**config.mk**
```make
export PLATFORM = sky130hd
export DESIGN_NAME = rf_packet_descrambler_crc12
export DESIGN_NICKNAME = d
export VERILOG_FILES = /design/src/sv/pdcrc_pkg.sv /design/src/sv/rf_packet_descrambler_crc12.sv
export SDC_FILE = /design/constraint.sdc
export NUM_CORES = 1
export LEC_CHECK = 0
export BUFFER_PORTS_ARGS = -buffer_cell sky130_fd_sc_hd__buf_4
export CORE_AREA = 2 2 189 191
export CTS_CLUSTER_SIZE = 14
export DETAILED_ROUTE_END_ITERATION = 8
export DIE_AREA = 0 0 191 193
export PLACE_DENSITY = 0.58
export SLEW_MARGIN = 25
export SYNTH_ARGS = -nofsm -noshare
export SYNTH_HDL_FRONTEND = slang
export SYNTH_SLANG_ARGS = --single-unit
```
**constraint.sdc**
```tcl
create_clock -name clk -period 8.2 [get_ports clk]
set_clock_uncertainty 0.15 [all_clocks]
set_input_delay 0.82 -clock clk [delete_from_list [all_inputs] [get_ports clk]]
set_output_delay 0.82 -clock clk [all_outputs]
set_load 0.02 [all_outputs]
```
**src/sv/pdcrc_pkg.sv**
```systemverilog
// ----------------------------------------------------------------------------
// pdcrc_pkg
// Constants shared by the packet descrambler: scrambling masks, swap pattern
// codes and the CRC-12 column function.
// ----------------------------------------------------------------------------
package pdcrc_pkg;

  localparam int unsigned BlockW   = 56;
  localparam int unsigned WordW    = 48;
  localparam int unsigned CrcW     = 12;
  localparam int unsigned CrcBits  = 44;
  localparam int unsigned RotW     = 6;

  localparam logic [CrcW-1:0] CrcPoly = 12'h885;
  localparam logic [CrcW-1:0] CrcTop  = 12'h800;
  localparam logic [CrcW-1:0] CrcMask = 12'hFFF;

  // Nibble swap pattern, from bits 3 and 1 of byte 6
  localparam logic [1:0] SwapLow  = 2'b00;
  localparam logic [1:0] SwapBit1 = 2'b01;
  localparam logic [1:0] SwapBit3 = 2'b10;

  typedef logic [BlockW-1:0] block_t;
  typedef logic [7:0]        byte_t;

  localparam block_t FirstMask [8] = '{
    56'h29C83989_20C383,
    56'h4838A92D_198145,
    56'hC1A18367_A8AB81,
    56'h82DAB184_C84722,
    56'h696939BC_41263C,
    56'hA4136129_896256,
    56'h4C312316_234DD3,
    56'h2554B34A_D66529
  };

  localparam block_t FinalMask = 56'h73C16908_12A64B;

  // CRC remainder contributed by a single set data bit at position k (MSB first)
  function automatic logic [CrcW-1:0] crc_col(input int unsigned k);
    logic [CrcW-1:0] crc;
    logic            dbit;
    logic            cbit;
    crc = '0;
    for (int unsigned i = 0; i < CrcBits; i++) begin
      dbit = (i == k);
      cbit = |(crc & CrcTop);
      crc  = (crc << 1) & CrcMask;
      if (dbit != cbit) begin
        crc = crc ^ CrcPoly;
      end
    end
    return crc;
  endfunction

endpackage

```
**src/sv/rf_packet_descrambler_crc12.sv**
```systemverilog
// ----------------------------------------------------------------------------
// rf_packet_descrambler_crc12
// Descrambles a 7-byte radio payload and checks its CRC-12.
// ----------------------------------------------------------------------------
// One transaction per cycle is taken on the input and one result per cycle is
// given on the output when not stalled. An input register feeds one
// pass of mask, nibble swap, 48-bit rotate, final mask and a CRC-12 XOR tree
// into the result register. A stall on the output holds the result register;
// the input register still takes one more transaction, so the input stalls
// only when both stages are full and the output is stalled.
module rf_packet_descrambler_crc12 (
  input  logic                       clk,
  input  logic                       rst,
  input  logic                       in_valid,
  output logic                       in_stall,
  input  logic [55:0]                cipher_block,
  output logic                       out_valid,
  input  logic                       out_stall,
  output logic [23:0]                serial_number,
  output logic [7:0]                 status_byte,
  output logic [7:0]                 window_high,
  output logic [7:0]                 window_low,
  output logic [7:0]                 check_byte,
  output logic                       crc_ok
);

  logic                       s1_valid;
  pdcrc_pkg::block_t          s1_block;
  logic                       out_advance;
  logic                       in_accept;

  pdcrc_pkg::byte_t           b [7];
  logic [2:0]                 sel;
  logic [3:0]                 nib;
  logic [7:0]                 rot_a;
  logic [7:0]                 rot_b;
  logic [6:0]                 rot_c;
  logic [pdcrc_pkg::RotW-1:0] rot;
  logic [pdcrc_pkg::WordW-1:0]   word;
  logic [2*pdcrc_pkg::WordW-1:0] dbl;
  pdcrc_pkg::block_t          res;
  logic [pdcrc_pkg::CrcW-1:0] crc;
  logic                       crc_ok_next;

  assign out_advance = !(out_valid && out_stall);
  assign in_stall    = s1_valid && !out_advance;
  assign in_accept   = in_valid && !in_stall;

  always_comb begin
    sel = {s1_block[52], s1_block[34], s1_block[12]};
    for (int k = 0; k < 7; k++) begin
      b[k] = s1_block[8*(6-k) +: 8] ^ pdcrc_pkg::FirstMask[sel][8*(6-k) +: 8];
    end

    nib = b[6][7:4];
    unique case ({b[6][3], b[6][1]})
      pdcrc_pkg::SwapLow: begin
        b[6][7:4] = b[0][3:0];
        b[0][3:0] = nib;
        nib       = b[5][3:0];
        b[5][3:0] = b[3][3:0];
        b[3][3:0] = nib;
      end
      pdcrc_pkg::SwapBit1: begin
        b[6][7:4] = b[0][7:4];
        b[0][7:4] = nib;
        nib       = b[4][7:4];
        b[4][7:4] = b[1][7:4];
        b[1][7:4] = nib;
      end
      pdcrc_pkg::SwapBit3: begin
        b[6][7:4] = b[5][7:4];
        b[5][7:4] = nib;
        nib       = b[5][3:0];
        b[5][3:0] = b[2][7:4];
        b[2][7:4] = nib;
      end
      default: begin
        b[6][7:4] = b[1][3:0];
        b[1][3:0] = nib;
        nib       = b[4][7:4];
        b[4][7:4] = b[3][3:0];
        b[3][3:0] = nib;
      end
    endcase

    // reduce byte 6 mod 48
    rot_a = b[6];
    rot_b = (rot_a >= 8'd192) ? (rot_a - 8'd192) : rot_a;
    rot_c = (rot_b >= 8'd96) ? 7'(rot_b - 8'd96) : 7'(rot_b);
    rot   = (rot_c >= 7'd48) ? 6'(rot_c - 7'd48) : 6'(rot_c);

    word = {b[0], b[1], b[2], b[3], b[4], b[5]};
    dbl  = {word, word} >> rot;
    res  = {dbl[pdcrc_pkg::WordW-1:0], b[6]} ^ pdcrc_pkg::FinalMask;

    crc = '0;
    for (int unsigned k = 0; k < pdcrc_pkg::CrcBits; k++) begin
      if (res[pdcrc_pkg::BlockW-1-k]) begin
        crc = crc ^ pdcrc_pkg::crc_col(k);
      end
    end
    crc_ok_next = (crc == res[pdcrc_pkg::CrcW-1:0]);
  end

  always_ff @(posedge clk) begin
    if (rst) begin
      s1_valid  <= 1'b0;
      out_valid <= 1'b0;
    end else begin
      if (!in_stall) begin
        s1_valid <= in_valid;
      end
      if (out_advance) begin
        out_valid <= s1_valid;
      end
    end
    if (in_accept) begin
      s1_block <= cipher_block;
    end
    if (out_advance && s1_valid) begin
      serial_number <= res[55:32];
      status_byte   <= res[31:24];
      window_high   <= res[23:16];
      window_low    <= res[15:8];
      check_byte    <= res[7:0];
      crc_ok        <= crc_ok_next;
    end
  end

endmodule

```
==> results of run 1 <==
registers in the layout, summed over array words and instances, names as in the netlist:
register and cells:
window_low 8, window_high 8, s1_valid 1, crc_ok 1, out_valid 1, serial_number 24, s1_block 56, status_byte 8
check_byte 8
per-stage QoR:
stage / instance area, um^2 / setup slack (ps)
after CTS: 14100 / 200
after global routing: 14100 / -0.444
final: 14100 / 324
after floorplan: 12100 / 22.5
after global placement: 13500 / 365
after detailed placement: 13500 / 231
logic make-up (layout without fill, tap and decap cells):
| logic type | Yosys count | after routing | share of synthesized area [%] |
|---|---|---|---|
| DFF | 115 | 115 | 28.5 |
| adders and majority gates | 16 | 16 | 1.66 |
| muxes | 136 | 136 | 12.9 |
| buffers and inverters | 140 | 240 | 5.17 |
| AOI/OAI and AO/OA | 360 | 360 | 21.7 |
| and+or+nand+nor | 367 | 367 | 15.2 |
| xor gates and xnor gates | 196 | 196 | 14.9 |
worst max path at each step:
stage | to | slack, ps | depth (start not counted) | from
final | crc_ok | 320 | 29 | s1_block[12]
after global routing | crc_ok | -0.4 | 29 | s1_block[12]
after CTS | crc_ok | 200 | 29 | s1_block[12]
after detailed placement | crc_ok | 230 | 29 | s1_block[12]
after global placement | crc_ok | 360 | 29 | s1_block[34]
after floorplan | crc_ok | 20 | 38 | s1_block[34]
metal layers:
layer	up-vias	global-route usage, %	part of all wire [%]
li1	5142	-	-
met1	5257	30.5	42
met2	521	38.4	46
met3	117	4.24	6.3
met4	0	13.8	5.9
met5	-	0	0
repair_timing:
action	in CTS	in global routing
gates resized for setup	0	10
setup buffers	0	2
endpoints found under the setup margin	0	1
area by class of cell:
type | count | area share [%]
clock buffers | 20 | 3.09
clock inverters | 11 | 0.637
inverters | 41 | 1.09
multi-input cells | 1075 | 57.7
flip-flops and latches | 115 | 24.3
well taps | 461 | 4.08
repair buffers | 168 | 9.18
critical path: cells and delay by family, from the launching register on:
family / cells / cell delay, ps
AND/OR/NAND/NOR: 7 / 1670
adder cells (fa/ha/maj): 4 / 1100
XOR/XNOR: 5 / 1590
AO/OA/AOI/OAI: 8 / 1520
buffers and inverters: 3 / 360
flip-flops: 1 / 420
multiplexers: 2 / 750
cell usage in the layout, fill, tap and decap left out, types with 11 or more instances in the layout:
cell type,count
o211ai_1,23
buf_4,165
xnor2_1,123
nor2_1,93
clkbuf_16,17
mux2i_1,86
o22ai_1,18
a21oi_1,66
and3_1,13
nor3_1,50
nand2_1,85
o21ai_1,11
ha_1,14
a211oi_1,15
nand2b_1,16
mux2_2,30
nand3_1,22
nor2b_1,19
a21o_1,14
xor2_1,59
inv_1,32
o21ai_0,54
edfxtp_1,113
or3_1,11
==> results.py, run 1 <==
metrics = {
    "cts": {
        "cts_tree": "built",
        "clk_path_buf_depth": 2,
        "ctsHoldBuffers": 0,
        "cts_sinks": 115,
        "clock-root-buffer": "clkbuf_16",
        "ctsHtreeMaxLevel": 4,
        "cts.clk_slew.worst_paths_ps": 50,
        "cts_buffers": 17,
        "clk_latency_ps": 450,
    },
    "placement": {
        "dp.final_hpwl_um": 33900,
        "place.gp.congestion": 0.952,
        "port_buffers": 118,
        "place_inst": 1858,
    },
    "routing": {
        "routed_wirelength_um": 43700,
        "drc": 0,
        "wl_per_cell_um": 23.1,
        "first_iter_violations": 1051,
        "drtAntennaViolNets": 0,
        "vias": 11000,
        "vias_per_cell": 5.84,
        "drtPass1Iterations": 5,
    },
    "final_layout": {
        "seq_area_um2": 3430,
        "final_cells": 1891,
        "finalNetCount": 1494,
        "multi_input_area_um2": 8160,
        "antenna-diode-count": 0,
        "num-fill-cells": 3437,
        "area_delta_synth_final_pct": 17.5,
        "drive_gt1_share_pct": 20.5,
        "final_core_util_pct": 40.5,
    },
    "worst_setup_path": {
        "critical_path_class": "flip-flop to flip-flop",
        "r2r-start": "s1_block[12]",
        "critPathCaptureType": "flip-flop",
        "critPathArrivalTime_ps": 7910,
        "timing.rr.end": "crc_ok",
        "max_stage_delay_ps": 480,
        "path_max_fanout": 30,
        "crit_slowest_cell": "or4_4",
        "regToRegSetupSlack_ps": 320,
        "reg2reg_depth": 29,
        "crit_required_ps": 8230,
        "critPathLaunchType": "flip-flop",
    },
    "floorplan": {
        "die_h_um": 193,
        "fp.dieW_um": 191,
        "dieArea_um2": 36900,
        "initial_core_util_pct": 34.4,
        "boundaryPins": 119,
        "rows": 69,
        "coreArea_um2": 35000,
    },
    "logic_synthesis": {
        "synth_area_leaders": "edfxtp_1 28%, xnor2_1 9.4%, mux2i_1 7.4%",
        "synth_nets": 1406,
        "yosysTopAreaCell": "edfxtp_1",
        "synthArstFlopShare_pct": 0,
        "synthTopCellsByCount": "129 x xnor2_1, 113 x edfxtp_1, 95 x nor2_1",
        "syn-cell-area_um2": 12000,
        "synth.avg_cell_area_um2": 9.05,
        "yosys_register_bits": 115,
        "seq_area_frac_synth_pct": 28.5,
        "synth-edff-count": 113,
        "synth_cells": 1330,
        "yosysMostFrequentCell": "xnor2_1",
        "synthFlopType": "edfxtp_1",
        "yosys_warnings": 0,
        "yosysUniqueCellTypes": 104,
        "synth_top_area_share_pct": 28.2,
    },
    "sta": {
        "period_minus_slack_ps": 7880,
        "finalMaxSlewViolations": 0,
        "clock.fmax_mhz": 127,
        "tightestPinTransition_ps": 998,
        "maxSlewHeadroom_pct": 33.2,
        "hold_viol": 0,
        "fin_crit_sh_pct": 96.1,
        "tns_ps": 0,
        "setup_viol": 0,
        "hold_slack_ps": 343,
    },
    "global_routing": {
        "grt_pass1_wl_um": 65500,
        "antenna_found_initial": 0,
        "grt_pass1_vias": 10500,
        "grt_overflow": 0,
        "grt_usage_pct": 24.0,
        "grt_max_degree": 62,
    },
    "min_path": {
        "hp-class": "flip-flop to flip-flop",
        "worstHoldPathCells": 2,
        "hold_path_end": "out_valid",
        "min_from": "s1_valid",
    },
    "run_status": {
        "status": "finished, final reports clean",
    },
    "run": {
        "maxCapViolCount": 0,
    },
}
Power of run 1 is left out: the tool's default activity adds up to more than one toggle a clock period on the data nets, which glitch-free logic cannot reach.
==> run 2, diff against run 1 <==
REMOVE_ABC_BUFFERS = 1   (was unset)
==> results.py, run 2 (synthesis gave the netlist of run 1 again) <==
metrics = {
    "cts": {
        "cts_buffers": 17,
        "clk_latency_ps": 450,
        "cts_tree": "built",
        "clk_path_buf_depth": 2,
        "cts.clk_slew.worst_paths_ps": 60,
        "ctsHoldBuffers": 0,
        "ctsHtreeMaxLevel": 4,
        "cts_sinks": 115,
        "clock-root-buffer": "clkbuf_16",
    },
    "floorplan": {
        "fp.dieW_um": 191,
        "coreArea_um2": 35000,
        "die_h_um": 193,
        "boundaryPins": 119,
        "rows": 69,
        "initial_core_util_pct": 34.4,
        "dieArea_um2": 36900,
    },
    "routing": {
        "vias_per_cell": 5.73,
        "vias": 11000,
        "drtAntennaViolNets": 0,
        "routed_wirelength_um": 44300,
        "drc": 0,
        "drtPass1Iterations": 5,
        "first_iter_violations": 904,
        "wl_per_cell_um": 23.1,
    },
    "final_layout": {
        "largestRegisters": "s1_block x56, serial_number x24",
        "regMostFlops": "s1_block",
        "largest_reg_flops": 56,
        "antenna-diode-count": 0,
        "area_delta_synth_final_pct": 19.6,
        "final_cells": 1918,
        "finalNetCount": 1520,
        "drive_gt1_share_pct": 21.6,
        "num-fill-cells": 3518,
        "final_core_util_pct": 41.2,
        "final_common_cell": "buf_4",
        "layout_common_cells": "193 x buf_4, 122 x xnor2_1, 113 x edfxtp_1",
    },
    "sta": {
        "finalMaxSlewViolations": 0,
        "fin_crit_sh_pct": 94.6,
        "tightestPinTransition_ps": 912,
        "setup_viol": 0,
        "grt_setup_unrepaired": "no",
        "tns_ps": 0,
        "maxSlewHeadroom_pct": 37.7,
        "clock.fmax_mhz": 129,
        "period_minus_slack_ps": 7760,
        "fin_ws_ps": 444,
        "hold_viol": 0,
    },
    "run": {
        "maxCapViolCount": 0,
    },
    "worst_setup_path": {
        "crit_required_ps": 8310,
        "crit_slowest_cell": "o21ai_0",
        "critPathArrivalTime_ps": 7870,
        "max_stage_delay_ps": 540,
        "critPathLaunchType": "flip-flop",
        "r2r-start": "s1_block[12]",
        "regToRegSetupSlack_ps": 440,
        "reg2reg_depth": 32,
        "critPathCaptureType": "flip-flop",
        "timing.rr.end": "crc_ok",
        "critical_path_class": "flip-flop to flip-flop",
        "path_max_fanout": 13,
    },
    "placement": {
        "port_buffers": 118,
        "place.gp.congestion": 0.934,
        "dp_slack_ps": 306,
        "place_inst": 1882,
        "dp.final_hpwl_um": 35100,
    },
    "global_routing": {
        "grt_pass1_vias": 10700,
        "antenna_found_initial": 1,
        "grt_usage_pct": 24.3,
        "grt_max_degree": 58,
        "grt_pass1_wl_um": 66900,
        "grt_overflow": 0,
    },
    "min_path": {
        "hp-class": "flip-flop to flip-flop",
        "min_from": "s1_valid",
        "hold_path_end": "out_valid",
        "worstHoldPathCells": 2,
    },
    "run_status": {
        "status": "finished, final reports clean",
    },
}
run 2: critical path: cells and delay by family, from the launching register on:
kind / cells / cell delay, ps
buf+inv: 7 / 1040
compound gates: 10 / 2560
fa+ha+maj: 4 / 1110
simple gates: 7 / 1190
flops: 1 / 340
xor+xnor: 4 / 1180
run 2: worst max-delay path by stage:
stage / from / end / slack, ps / cells after the start
after global placement: s1_block[12] / crc_ok / 490 / 33
after detailed placement: s1_block[12] / crc_ok / 310 / 29
after floorplan: s1_block[34] / crc_ok / -8150 / 26
after global routing: s1_block[12] / crc_ok / 2 / 32
after CTS: s1_block[12] / crc_ok / 260 / 29
final: s1_block[12] / crc_ok / 440 / 32
run 2: metal layers:
metal  wire [um]  GRT usage (%)  up-vias
li1            -              -     5192
met1       18800           30.5     5254
met2       21000           40.7      449
met3        2560           3.82       95
met4        2030           12.2        0
met5           0              0        -
run 2: stage by stage:
| stage | hold slack (ps) | instance area [um^2] |
|---|---|---|
| floorplan | 294 | 11600 |
| finish | 344 | 14400 |
| global placement | 317 | 13700 |
| global route | 358 | 14400 |
| CTS | 350 | 14300 |
| detailed placement | 342 | 13700 |
run 2: layout make-up:
class | count | area, um^2 | area share (%)
Inverter | 41 | 154 | 1.07
Clock buffer | 19 | 433 | 3.01
Multi-Input combinational cell | 1075 | 8170 | 56.7
Timing Repair Buffer | 194 | 1470 | 10.2
Tap cell | 461 | 577 | 4.01
Clock inverter | 13 | 164 | 1.14
Sequential cell | 115 | 3430 | 23.9
run 2: what timing repair did:
| action | 4_1_cts | 5_1_grt |
|---|---|---|
| setup buffers | 0 | 4 |
| gates resized for setup | 0 | 15 |
| setup endpoints to repair | 0 | 1 |
Power of run 2 is left out for the same reason.
